===== src/hdl/prd_pkg.sv =====
package prd_pkg;

  // input item: one byte of the capture file
  typedef struct packed {
    logic [7:0] data_byte;
    logic       end_of_file;
  } prd_in_t;

  // result item; fields that do not belong to the kind are zero
  typedef struct packed {
    logic [1:0]  kind;
    logic [31:0] seconds;
    logic [31:0] subseconds;
    logic [31:0] captured_length;
    logic [31:0] original_length;
    logic [7:0]  payload_byte;
    logic        record_end;
    logic [31:0] link_layer;
    logic [15:0] version_major;
    logic [15:0] version_minor;
    logic [2:0]  status;
    logic        last;
  } prd_out_t;

  // up to two results per transfer, first one leaves first
  typedef struct packed {
    logic [1:0] count;
    prd_out_t   slot0;
    prd_out_t   slot1;
  } prd_push_t;

  typedef enum logic [1:0] {
    PhFileHdr,
    PhRecHdr,
    PhPayload,
    PhIgnore
  } prd_phase_e;

  localparam logic [1:0] KindFileHdr = 2'd0;
  localparam logic [1:0] KindRecHdr  = 2'd1;
  localparam logic [1:0] KindPayload = 2'd2;
  localparam logic [1:0] KindStatus  = 2'd3;

  localparam logic [2:0] StatusOk        = 3'd0;
  localparam logic [2:0] StatusShortHdr  = 3'd1;
  localparam logic [2:0] StatusBadMagic  = 3'd2;
  localparam logic [2:0] StatusTruncated = 3'd3;
  localparam logic [2:0] StatusPartRec   = 3'd4;

  localparam logic [31:0] MagicUsNative  = 32'hA1B2C3D4;
  localparam logic [31:0] MagicNsNative  = 32'hA1B23C4D;
  localparam logic [31:0] MagicUsSwapped = 32'hD4C3B2A1;
  localparam logic [31:0] MagicNsSwapped = 32'h4D3CB2A1;

  localparam logic [4:0] FileHdrLastPos = 5'd23;
  localparam logic [4:0] RecHdrLastPos  = 5'd15;

  localparam int unsigned PRD_FIFO_DEPTH = 4;

endpackage


===== src/hdl/prd_parser.sv =====
module prd_parser
  import prd_pkg::*;
(
  input  logic      clk_i,
  input  logic      rst_ni,
  input  logic      fire_i,
  input  prd_in_t   in_i,
  output prd_push_t push_o
);

  prd_phase_e  phase_q, phase_d;
  logic [4:0]  pos_q, pos_d;
  logic [31:0] word_q, word_d;
  logic        swap_q, swap_d;
  logic [2:0]  err_q, err_d;
  logic [15:0] major_q, major_d;
  logic [15:0] minor_q, minor_d;
  logic [31:0] secs_q, secs_d;
  logic [31:0] subs_q, subs_d;
  logic [31:0] capt_q, capt_d;
  logic [31:0] left_q, left_d;

  logic [1:0]  k;
  logic [31:0] base;
  logic [31:0] new_word;
  logic [31:0] left_dec;
  logic        has_data;
  logic [2:0]  st;
  prd_out_t    data_res;
  prd_out_t    stat_res;

  // byte lane within the word being assembled
  always_comb begin
    if (phase_q == PhFileHdr && pos_q >= 5'd4 && pos_q < 5'd8) begin
      k = {1'b0, pos_q[0]};
    end else begin
      k = pos_q[1:0];
    end
    base = (k == 2'd0) ? 32'd0 : word_q;
    if (swap_q) begin
      new_word = {base[23:0], in_i.data_byte};
    end else begin
      case (k)
        2'd0:    new_word = base | {24'd0, in_i.data_byte};
        2'd1:    new_word = base | {16'd0, in_i.data_byte, 8'd0};
        2'd2:    new_word = base | {8'd0, in_i.data_byte, 16'd0};
        default: new_word = base | {in_i.data_byte, 24'd0};
      endcase
    end
  end

  assign left_dec = left_q - 32'd1;

  always_comb begin
    phase_d  = phase_q;
    pos_d    = pos_q;
    word_d   = word_q;
    swap_d   = swap_q;
    err_d    = err_q;
    major_d  = major_q;
    minor_d  = minor_q;
    secs_d   = secs_q;
    subs_d   = subs_q;
    capt_d   = capt_q;
    left_d   = left_q;
    has_data = 1'b0;
    st       = err_q;
    data_res = '0;
    stat_res = '0;

    unique case (phase_q)
      PhFileHdr: begin
        word_d = new_word;
        if (pos_q == 5'd3) begin
          if (new_word == MagicUsNative || new_word == MagicNsNative) begin
            swap_d = 1'b0;
          end else if (new_word == MagicUsSwapped || new_word == MagicNsSwapped) begin
            swap_d = 1'b1;
          end else begin
            err_d = StatusBadMagic;
          end
        end else if (pos_q == 5'd5) begin
          major_d = new_word[15:0];
        end else if (pos_q == 5'd7) begin
          minor_d = new_word[15:0];
        end
        if (pos_q >= FileHdrLastPos) begin
          pos_d = '0;
          if (err_q != StatusOk) begin
            phase_d = PhIgnore;
          end else begin
            has_data               = 1'b1;
            data_res.kind          = KindFileHdr;
            data_res.link_layer    = new_word;
            data_res.version_major = major_q;
            data_res.version_minor = minor_q;
            phase_d                = PhRecHdr;
          end
          st = err_q;
        end else begin
          pos_d = pos_q + 5'd1;
          st    = StatusShortHdr;
        end
      end
      PhRecHdr: begin
        word_d = new_word;
        if (pos_q == 5'd3) begin
          secs_d = new_word;
        end else if (pos_q == 5'd7) begin
          subs_d = new_word;
        end else if (pos_q == 5'd11) begin
          capt_d = new_word;
        end
        if (pos_q >= RecHdrLastPos) begin
          has_data                 = 1'b1;
          data_res.kind            = KindRecHdr;
          data_res.seconds         = secs_q;
          data_res.subseconds      = subs_q;
          data_res.captured_length = capt_q;
          data_res.original_length = new_word;
          left_d                   = capt_q;
          pos_d                    = '0;
          phase_d = (capt_q != 32'd0) ? PhPayload : PhRecHdr;
          st      = (capt_q != 32'd0) ? StatusTruncated : StatusOk;
        end else begin
          pos_d = pos_q + 5'd1;
          st    = StatusPartRec;
        end
      end
      PhPayload: begin
        left_d                = left_dec;
        has_data              = 1'b1;
        data_res.kind         = KindPayload;
        data_res.payload_byte = in_i.data_byte;
        data_res.record_end   = (left_dec == 32'd0);
        if (left_dec == 32'd0) begin
          phase_d = PhRecHdr;
          pos_d   = '0;
          st      = StatusOk;
        end else begin
          st = StatusTruncated;
        end
      end
      default: begin
        st = err_q;
      end
    endcase

    stat_res.kind   = KindStatus;
    stat_res.status = st;
    stat_res.last   = 1'b1;

    // end of file: back to the reset state for the next file
    if (in_i.end_of_file) begin
      phase_d = PhFileHdr;
      pos_d   = '0;
      word_d  = '0;
      swap_d  = 1'b0;
      err_d   = StatusOk;
      major_d = '0;
      minor_d = '0;
      secs_d  = '0;
      subs_d  = '0;
      capt_d  = '0;
      left_d  = '0;
    end

    push_o = '0;
    if (fire_i) begin
      if (has_data) begin
        push_o.slot0 = data_res;
        push_o.slot1 = stat_res;
        push_o.count = in_i.end_of_file ? 2'd2 : 2'd1;
      end else if (in_i.end_of_file) begin
        push_o.slot0 = stat_res;
        push_o.count = 2'd1;
      end
    end
  end

  always_ff @(posedge clk_i or negedge rst_ni) begin
    if (!rst_ni) begin
      phase_q <= PhFileHdr;
      pos_q   <= '0;
      swap_q  <= 1'b0;
      err_q   <= StatusOk;
      word_q  <= '0;
      major_q <= '0;
      minor_q <= '0;
      secs_q  <= '0;
      subs_q  <= '0;
      capt_q  <= '0;
      left_q  <= '0;
    end else if (fire_i) begin
      phase_q <= phase_d;
      pos_q   <= pos_d;
      swap_q  <= swap_d;
      err_q   <= err_d;
      word_q  <= word_d;
      major_q <= major_d;
      minor_q <= minor_d;
      secs_q  <= secs_d;
      subs_q  <= subs_d;
      capt_q  <= capt_d;
      left_q  <= left_d;
    end
  end

`ifndef ASSERT_OFF
  a_eof_restarts: assert property (@(posedge clk_i) disable iff (!rst_ni)
    fire_i && in_i.end_of_file |=> phase_q == PhFileHdr && pos_q == 5'd0)
    else $error("parser did not restart after end of file");

  a_file_pos_range: assert property (@(posedge clk_i) disable iff (!rst_ni)
    phase_q == PhFileHdr |-> pos_q <= FileHdrLastPos)
    else $error("file header position out of range");

  a_ignore_has_error: assert property (@(posedge clk_i) disable iff (!rst_ni)
    phase_q == PhIgnore |-> err_q == StatusBadMagic)
    else $error("ignore phase without a bad magic");
`endif

endmodule


===== src/hdl/prd_out_fifo.sv =====
module prd_out_fifo
  import prd_pkg::*;
#(
  parameter int unsigned Depth = PRD_FIFO_DEPTH
) (
  input  logic      clk_i,
  input  logic      rst_ni,
  input  prd_push_t push_i,
  output logic      space_o,
  output logic      out_valid_o,
  input  logic      out_ready_i,
  output prd_out_t  out_data_o
);

  localparam int unsigned PtrW = (Depth > 1) ? $clog2(Depth) : 1;
  localparam int unsigned CntW = $clog2(Depth + 1);
  localparam logic [PtrW-1:0] LastPtr = PtrW'(Depth - 1);

  prd_out_t            mem_q [Depth];
  logic [PtrW-1:0]     wptr_q, wptr_d, wptr_nx, rptr_q, rptr_d;
  logic [CntW-1:0]     cnt_q, cnt_d;
  logic                pop;

  function automatic logic [PtrW-1:0] ptr_inc(input logic [PtrW-1:0] p);
    ptr_inc = (p == LastPtr) ? '0 : p + PtrW'(1);
  endfunction

  assign pop         = out_valid_o && out_ready_i;
  assign out_valid_o = (cnt_q != '0);
  assign out_data_o  = mem_q[rptr_q];
  // room for the two results one transfer can produce
  assign space_o     = (cnt_q <= CntW'(Depth - 2));
  assign wptr_nx     = ptr_inc(wptr_q);

  always_comb begin
    wptr_d = wptr_q;
    if (push_i.count == 2'd1) begin
      wptr_d = wptr_nx;
    end else if (push_i.count == 2'd2) begin
      wptr_d = ptr_inc(wptr_nx);
    end
    rptr_d = pop ? ptr_inc(rptr_q) : rptr_q;
    cnt_d  = cnt_q + CntW'(push_i.count) - CntW'(pop);
  end

  always_ff @(posedge clk_i or negedge rst_ni) begin
    if (!rst_ni) begin
      wptr_q <= '0;
      rptr_q <= '0;
      cnt_q  <= '0;
    end else begin
      wptr_q <= wptr_d;
      rptr_q <= rptr_d;
      cnt_q  <= cnt_d;
    end
  end

  always_ff @(posedge clk_i) begin
    if (push_i.count != 2'd0) begin
      mem_q[wptr_q] <= push_i.slot0;
    end
    if (push_i.count == 2'd2) begin
      mem_q[wptr_nx] <= push_i.slot1;
    end
  end

`ifndef ASSERT_OFF
  a_cnt_bound: assert property (@(posedge clk_i) disable iff (!rst_ni)
    cnt_q <= CntW'(Depth))
    else $error("result queue overflow");

  a_push_has_room: assert property (@(posedge clk_i) disable iff (!rst_ni)
    push_i.count != 2'd0 |-> space_o)
    else $error("push without room");

  a_pair_ends_file: assert property (@(posedge clk_i) disable iff (!rst_ni)
    push_i.count == 2'd2 |-> push_i.slot1.last && !push_i.slot0.last)
    else $error("second result is not the end status");
`endif

endmodule


===== src/hdl/pcap_record_deframer_top.sv =====
// capture file record deframer
// in channel: one byte of a capture file per transfer (in_data_i.data_byte), with
//   end_of_file set on the final byte; in_valid_i / in_ready_o handshake
// out channel: parsed results (file header, record header, payload byte, end
//   status) as one struct per transfer; out_valid_o / out_ready_i handshake
// a transfer yields no result (inside a header or after a bad magic), one result,
//   or at end of file a data result followed by the end status
// results are registered in the result queue and offered from its head in order
// throughput: one input byte per cycle while the queue has room; the rate is
//   set by the combinational parse step, and the result queue drains one result
//   per cycle while out_ready_i is high; a file's end status is one more result
// the result queue holds Depth results; in_ready_o stays high while room for
//   two remains, so a stalled receiver back-pressures the input and nothing
//   is lost
// reset: parser back to the start of a file header, queue emptied; the parser
//   also returns to that state by itself after every end of file
module pcap_record_deframer_top
  import prd_pkg::*;
#(
  parameter int unsigned FifoDepth = PRD_FIFO_DEPTH
) (
  input  logic     clk_i,
  input  logic     rst_ni,
  input  logic     in_valid_i,
  output logic     in_ready_o,
  input  prd_in_t  in_data_i,
  output logic     out_valid_o,
  input  logic     out_ready_i,
  output prd_out_t out_data_o
);

  logic      in_fire;
  logic      space;
  prd_push_t push;

  assign in_ready_o = space;
  assign in_fire    = in_valid_i && in_ready_o;

  // header walk, field assembly and payload count
  prd_parser u_parser (
    .clk_i  (clk_i),
    .rst_ni (rst_ni),
    .fire_i (in_fire),
    .in_i   (in_data_i),
    .push_o (push)
  );

  // result queue, parts the two handshakes
  prd_out_fifo #(
    .Depth (FifoDepth)
  ) u_out_fifo (
    .clk_i       (clk_i),
    .rst_ni      (rst_ni),
    .push_i      (push),
    .space_o     (space),
    .out_valid_o (out_valid_o),
    .out_ready_i (out_ready_i),
    .out_data_o  (out_data_o)
  );

endmodule


===== config.mk =====
export PLATFORM = sky130hd
export DESIGN_NAME = pcap_record_deframer_top
export DESIGN_NICKNAME = d
export VERILOG_FILES = /design/src/hdl/prd_pkg.sv /design/src/hdl/prd_parser.sv /design/src/hdl/prd_out_fifo.sv /design/src/hdl/pcap_record_deframer_top.sv
export SDC_FILE = /design/constraint.sdc
export NUM_CORES = 2
export LEC_CHECK = 0
export BUFFER_PORTS_ARGS = -buffer_cell sky130_fd_sc_hd__buf_2
export CORE_MARGIN = 2
export CORE_UTILIZATION = 24
export CTS_CLUSTER_DIAMETER = 40
export CTS_CLUSTER_SIZE = 16
export DETAILED_ROUTE_END_ITERATION = 8
export GPL_ROUTABILITY_DRIVEN = 0
export GPL_TIMING_DRIVEN = 0
export HOLD_SLACK_MARGIN = 0.15
export SLEW_MARGIN = 25
export SYNTH_ARGS = -nofsm -noshare
export SYNTH_HDL_FRONTEND = slang
export SYNTH_SLANG_ARGS = --single-unit
export TNS_END_PERCENT = 10

===== constraint.sdc =====
create_clock -name clk_i -period 5.5 [get_ports clk_i]
set_input_delay 1.1 -clock clk_i [delete_from_list [all_inputs] [get_ports clk_i]]
set_output_delay 1.1 -clock clk_i [all_outputs]
set_load 0.03 [all_outputs]

==> results by group <==
Outcome
  – Status: completed

Pwr
  – Leak pwr: around 19 nW
  – Final total power: 22.5 mW
  – Worst ir drop on vdd: a little under 0.3 mV
  – P per Cell Area: between 400 and 500 nW/um^2

Cells and area
  – Layout fillers: around 18,000
  – Layout cell share with drive strength beyond 1: a little under a quarter
  – Fin area: approximately 49,000 sq um
  – Area Growth Syn to Fin: 19.0%
  – Final Util: 28.6%
  – Nets: between 3,000 and 4,000
  – Footprint of the multi-input gates: between 15,000 and 20,000 sq um
  – Post-route non-filler standard cell count: just over 6,000
  – Sequential cell area: 22,000 sq um

Worst setup path
  – Req. time, crit path: 4400 ps
  – Critical Path End Type: output pin
  – Critical path arrival: around 4200 ps
  – WS Path Type: reg -> out
  – Maximum fanout along the worst path: 10
  – R2R Setup Slk: about 200 ps
  – Startpoint types: flip-flop

Synthesis
  – Post-Syn Area: a little over 40,000 sq um
  – Post-synthesis async set-or-reset flop share: between 20% and 30%
  – Syn Inst Count: between 3,000 and 4,000
  – Yosys reg bits: 1,036
  – Mean Syn Cell Area: between 10 and 15 sq um
  – Leading post-synthesis cells by cell area: dfxtp_1 39%, a22o_1 15%, dfrtp_1 13%
  – Post-synth EDFFs: 24
  – Ys flop type: dfxtp_1
  – Syn_nets: approximately 3,500
  – Sequential area share after synthesis: roughly 53%
  – Cell variety after synth: between 70 and 80
  – Yosys top cell area share: 39.1%
  – Leading area contributor after synthesis: dfxtp_1
  – Synth warn: 0

Place
  – I/O Buffers: 214
  – DP Area: 45,500 sq um
  – DP Cell Count: slightly below 6,000
  – Place WS: -105 ps
  – Hpwl dp: about 110,000 um

Floorplanning
  – Placeable Area: 171,000 sq um
  – Die Y-Extent: approximately 420 um
  – I/O pin cnt: 222
  – Row Count: ~150
  – Die width: between 400 and 500 um
  – Die area: between 150,000 and 200,000 sq um
  – Initial Util: roughly a quarter

STA
  – Tcrit/Tclk final: a little over nine tenths
  – Final setup vio count: 0
  – Tmin final: around 5300 ps
  – Hold slack: between 300 and 400 ps
  – Slew @ Worst Pin: 1210 ps
  – Final worst slack: between 150 and 200 ps
  – RSZ-0062 raised after global routing: no
  – Fmax: between 150 and 200 MHz
  – Fin Setup TNS: 0 ps
  – Hold Vio Cnt, Final: 0
  – Slew Limit Fails: 0
  – Slew Limit Headroom: between 10% and 20%
  – Clock skew: 28.1 ps

Global route
  – First-pass GRT wire length: about 210,000 um
  – Vias in the first global route: between 30,000 and 40,000
  – GRT Total Usage: between 10% and 20%
  – Initial antenna violation count: 8
  – Grt ovf: 0
  – Largest net degree at the start of global routing: 86

Clocking
  – Sink Count: 1,036
  – Worst skew pair latency: between 700 and 800 ps
  – Clock transition at path regs: roughly 70 ps
  – H-tree depth: 3
  – CTS Buf Count: slightly above 100
  – Max Buffers Root-to-Sink: 3
  – Clock root buffer: clkbuf_16
  – CTS tree: built

Routing
  – Post-DRT Antenna Nets: 0
  – Remaining DRCs: 0
  – First-pass detailed-route iteration total: 6
  – Final wirelength: roughly 150,000 um
  – Vias per inst: 5.18
  – Vias: 31,500
  – WL/cell: 24.5 um
  – Initial DRC count: ~2,900

Hold path
  – Hold Crit Class: in -> async

Job
  – Maxcap violations: 0
-- routing by layer --
layer	GRT usage, %	wire length, um
met1	19.3	56600
met2	26.9	70700
met3	3.43	10100
met4	11.5	11300
met5	0	0
-- sequential cells by signal, indices dropped and copies added, names as in the netlist, 2 cells and up --
register           count
u_parser.minor_q      16
u_parser.phase_q       2
u_out_fifo.cnt_q       3
u_parser.pos_q         5
u_parser.word_q       32
u_parser.capt_q       32
u_out_fifo.mem_q     828
u_parser.secs_q       32
u_parser.left_q       32
u_out_fifo.wptr_q      2
u_parser.subs_q       32
u_out_fifo.rptr_q      2
u_parser.major_q      16
-- cells in the final DEF, fill, tap and decap left out, types with 10 or more instances in the layout --
master,instances
buf_1,25
diode_2,12
nor2_2,15
o21ai_0,165
or3_1,10
nand2_1,216
mux4_2,207
inv_6,15
dfxtp_1,804
nand2b_1,17
clkbuf_1,251
mux2_2,160
a21oi_1,73
clkinv_2,11
inv_1,34
or2_2,14
dfrtp_1,208
o31ai_1,28
clkinv_4,12
nand4_1,18
clkbuf_2,17
a31oi_1,12
and2_1,11
buf_2,226
a22o_1,694
nand3_1,17
nor2_1,133
clkbuf_16,105
edfxtp_1,24
ha_1,24
inv_8,12
and3_1,26
nor3_1,23
nor4_1,18
-- synth_stat cells (all sizes together), types with 4 or more instances --
| cell type | count |
|---|---|
| mux2 | 160 |
| o211ai | 7 |
| o22ai | 7 |
| mux4 | 207 |
| mux2i | 10 |
| nand3 | 17 |
| o2bb2ai | 6 |
| nand2b | 17 |
| nand2 | 218 |
| dfrtp | 208 |
| nand3b | 5 |
| clkbuf | 258 |
| a31oi | 13 |
| inv | 34 |
| buf | 40 |
| o41ai | 7 |
| or3 | 10 |
| or4 | 8 |
| and2 | 11 |
| o21ai | 169 |
| o31ai | 29 |
| and3 | 26 |
| a21oi | 80 |
| edfxtp | 24 |
| ha | 24 |
| xor2 | 7 |
| a21o | 8 |
| or2 | 14 |
| nor2b | 7 |
| nor3b | 5 |
| a211oi | 6 |
| dfxtp | 804 |
| nor4 | 22 |
| nand4 | 19 |
| nor4b | 4 |
| a21boi | 4 |
| nor3 | 31 |
| a22o | 694 |
| nor2 | 152 |
-- power breakdown --
part           switching [mW]  leakage [nW]  internal [mW]
sequential              0.959          9.50           8.14
clock                    3.32          1.71           3.94
combinational            4.08          7.95           2.03
-- area by class of cell --
class                           instances  share of cell area, %
Antenna cell                           12                 0.0613
Clock inverter                         67                   1.44
Sequential cell                      1036                   44.9
Clock buffer                          120                   5.62
Timing Repair Buffer                  235                   2.75
Tap cell                             2233                   5.70
Inverter                               37                  0.283
Buffer                                296                   2.36
Multi-Input combinational cell       2043                   36.9
-- worst max-delay path, stage by stage (launching register included) --
cell and delay, ps:
dfrtp_1 350, clkbuf_1 670, clkbuf_1 860, buf_1 880
mux4_2 510, buf_2 220
-- worst paths after layout --
kind / start / endpoint / depth (start not counted)
worst max-delay path: u_out_fifo.rptr_q[1] / out_data_o[204] / 5
worst min-delay path: rst_ni / u_parser.subs_q[8] / 1
worst max register to register: u_parser.phase_q[0] / u_out_fifo.mem_q[0][0] / 13
worst min register to register: u_out_fifo.mem_q[2][98] / u_out_fifo.mem_q[2][98] / 2
max in group asynchronous: rst_ni / u_out_fifo.wptr_q[0] / 3
min in group clk_i: u_out_fifo.mem_q[2][98] / u_out_fifo.mem_q[2][98] / 2
-- cells by family (layout without fill, tap and decap cells) --
logic type               Yosys count  after routing  share of synthesized area (%)
AO/OA/AOI/OAI                   1055           1055                           19.9
multiplexers                     377            377                           15.9
buffers and inverters            335            755                           3.10
flip-flops                      1036           1036                           53.5
XOR/XNOR                          10             10                          0.213
adder cells (fa/ha/maj)           25             25                          0.778
AND/OR/NAND/NOR                  576            576                           6.60
other                              0             12                              0
-- repair_timing --
item / in CTS / in global routing
setup endpoints to repair: 242 / 461
gates resized for setup: 0 / 11
hold buffers: 0 / 0
setup buffers: 1 / 0
pin swaps: 1 / 0
No activity file was read; power rests on OpenSTA's default activity.
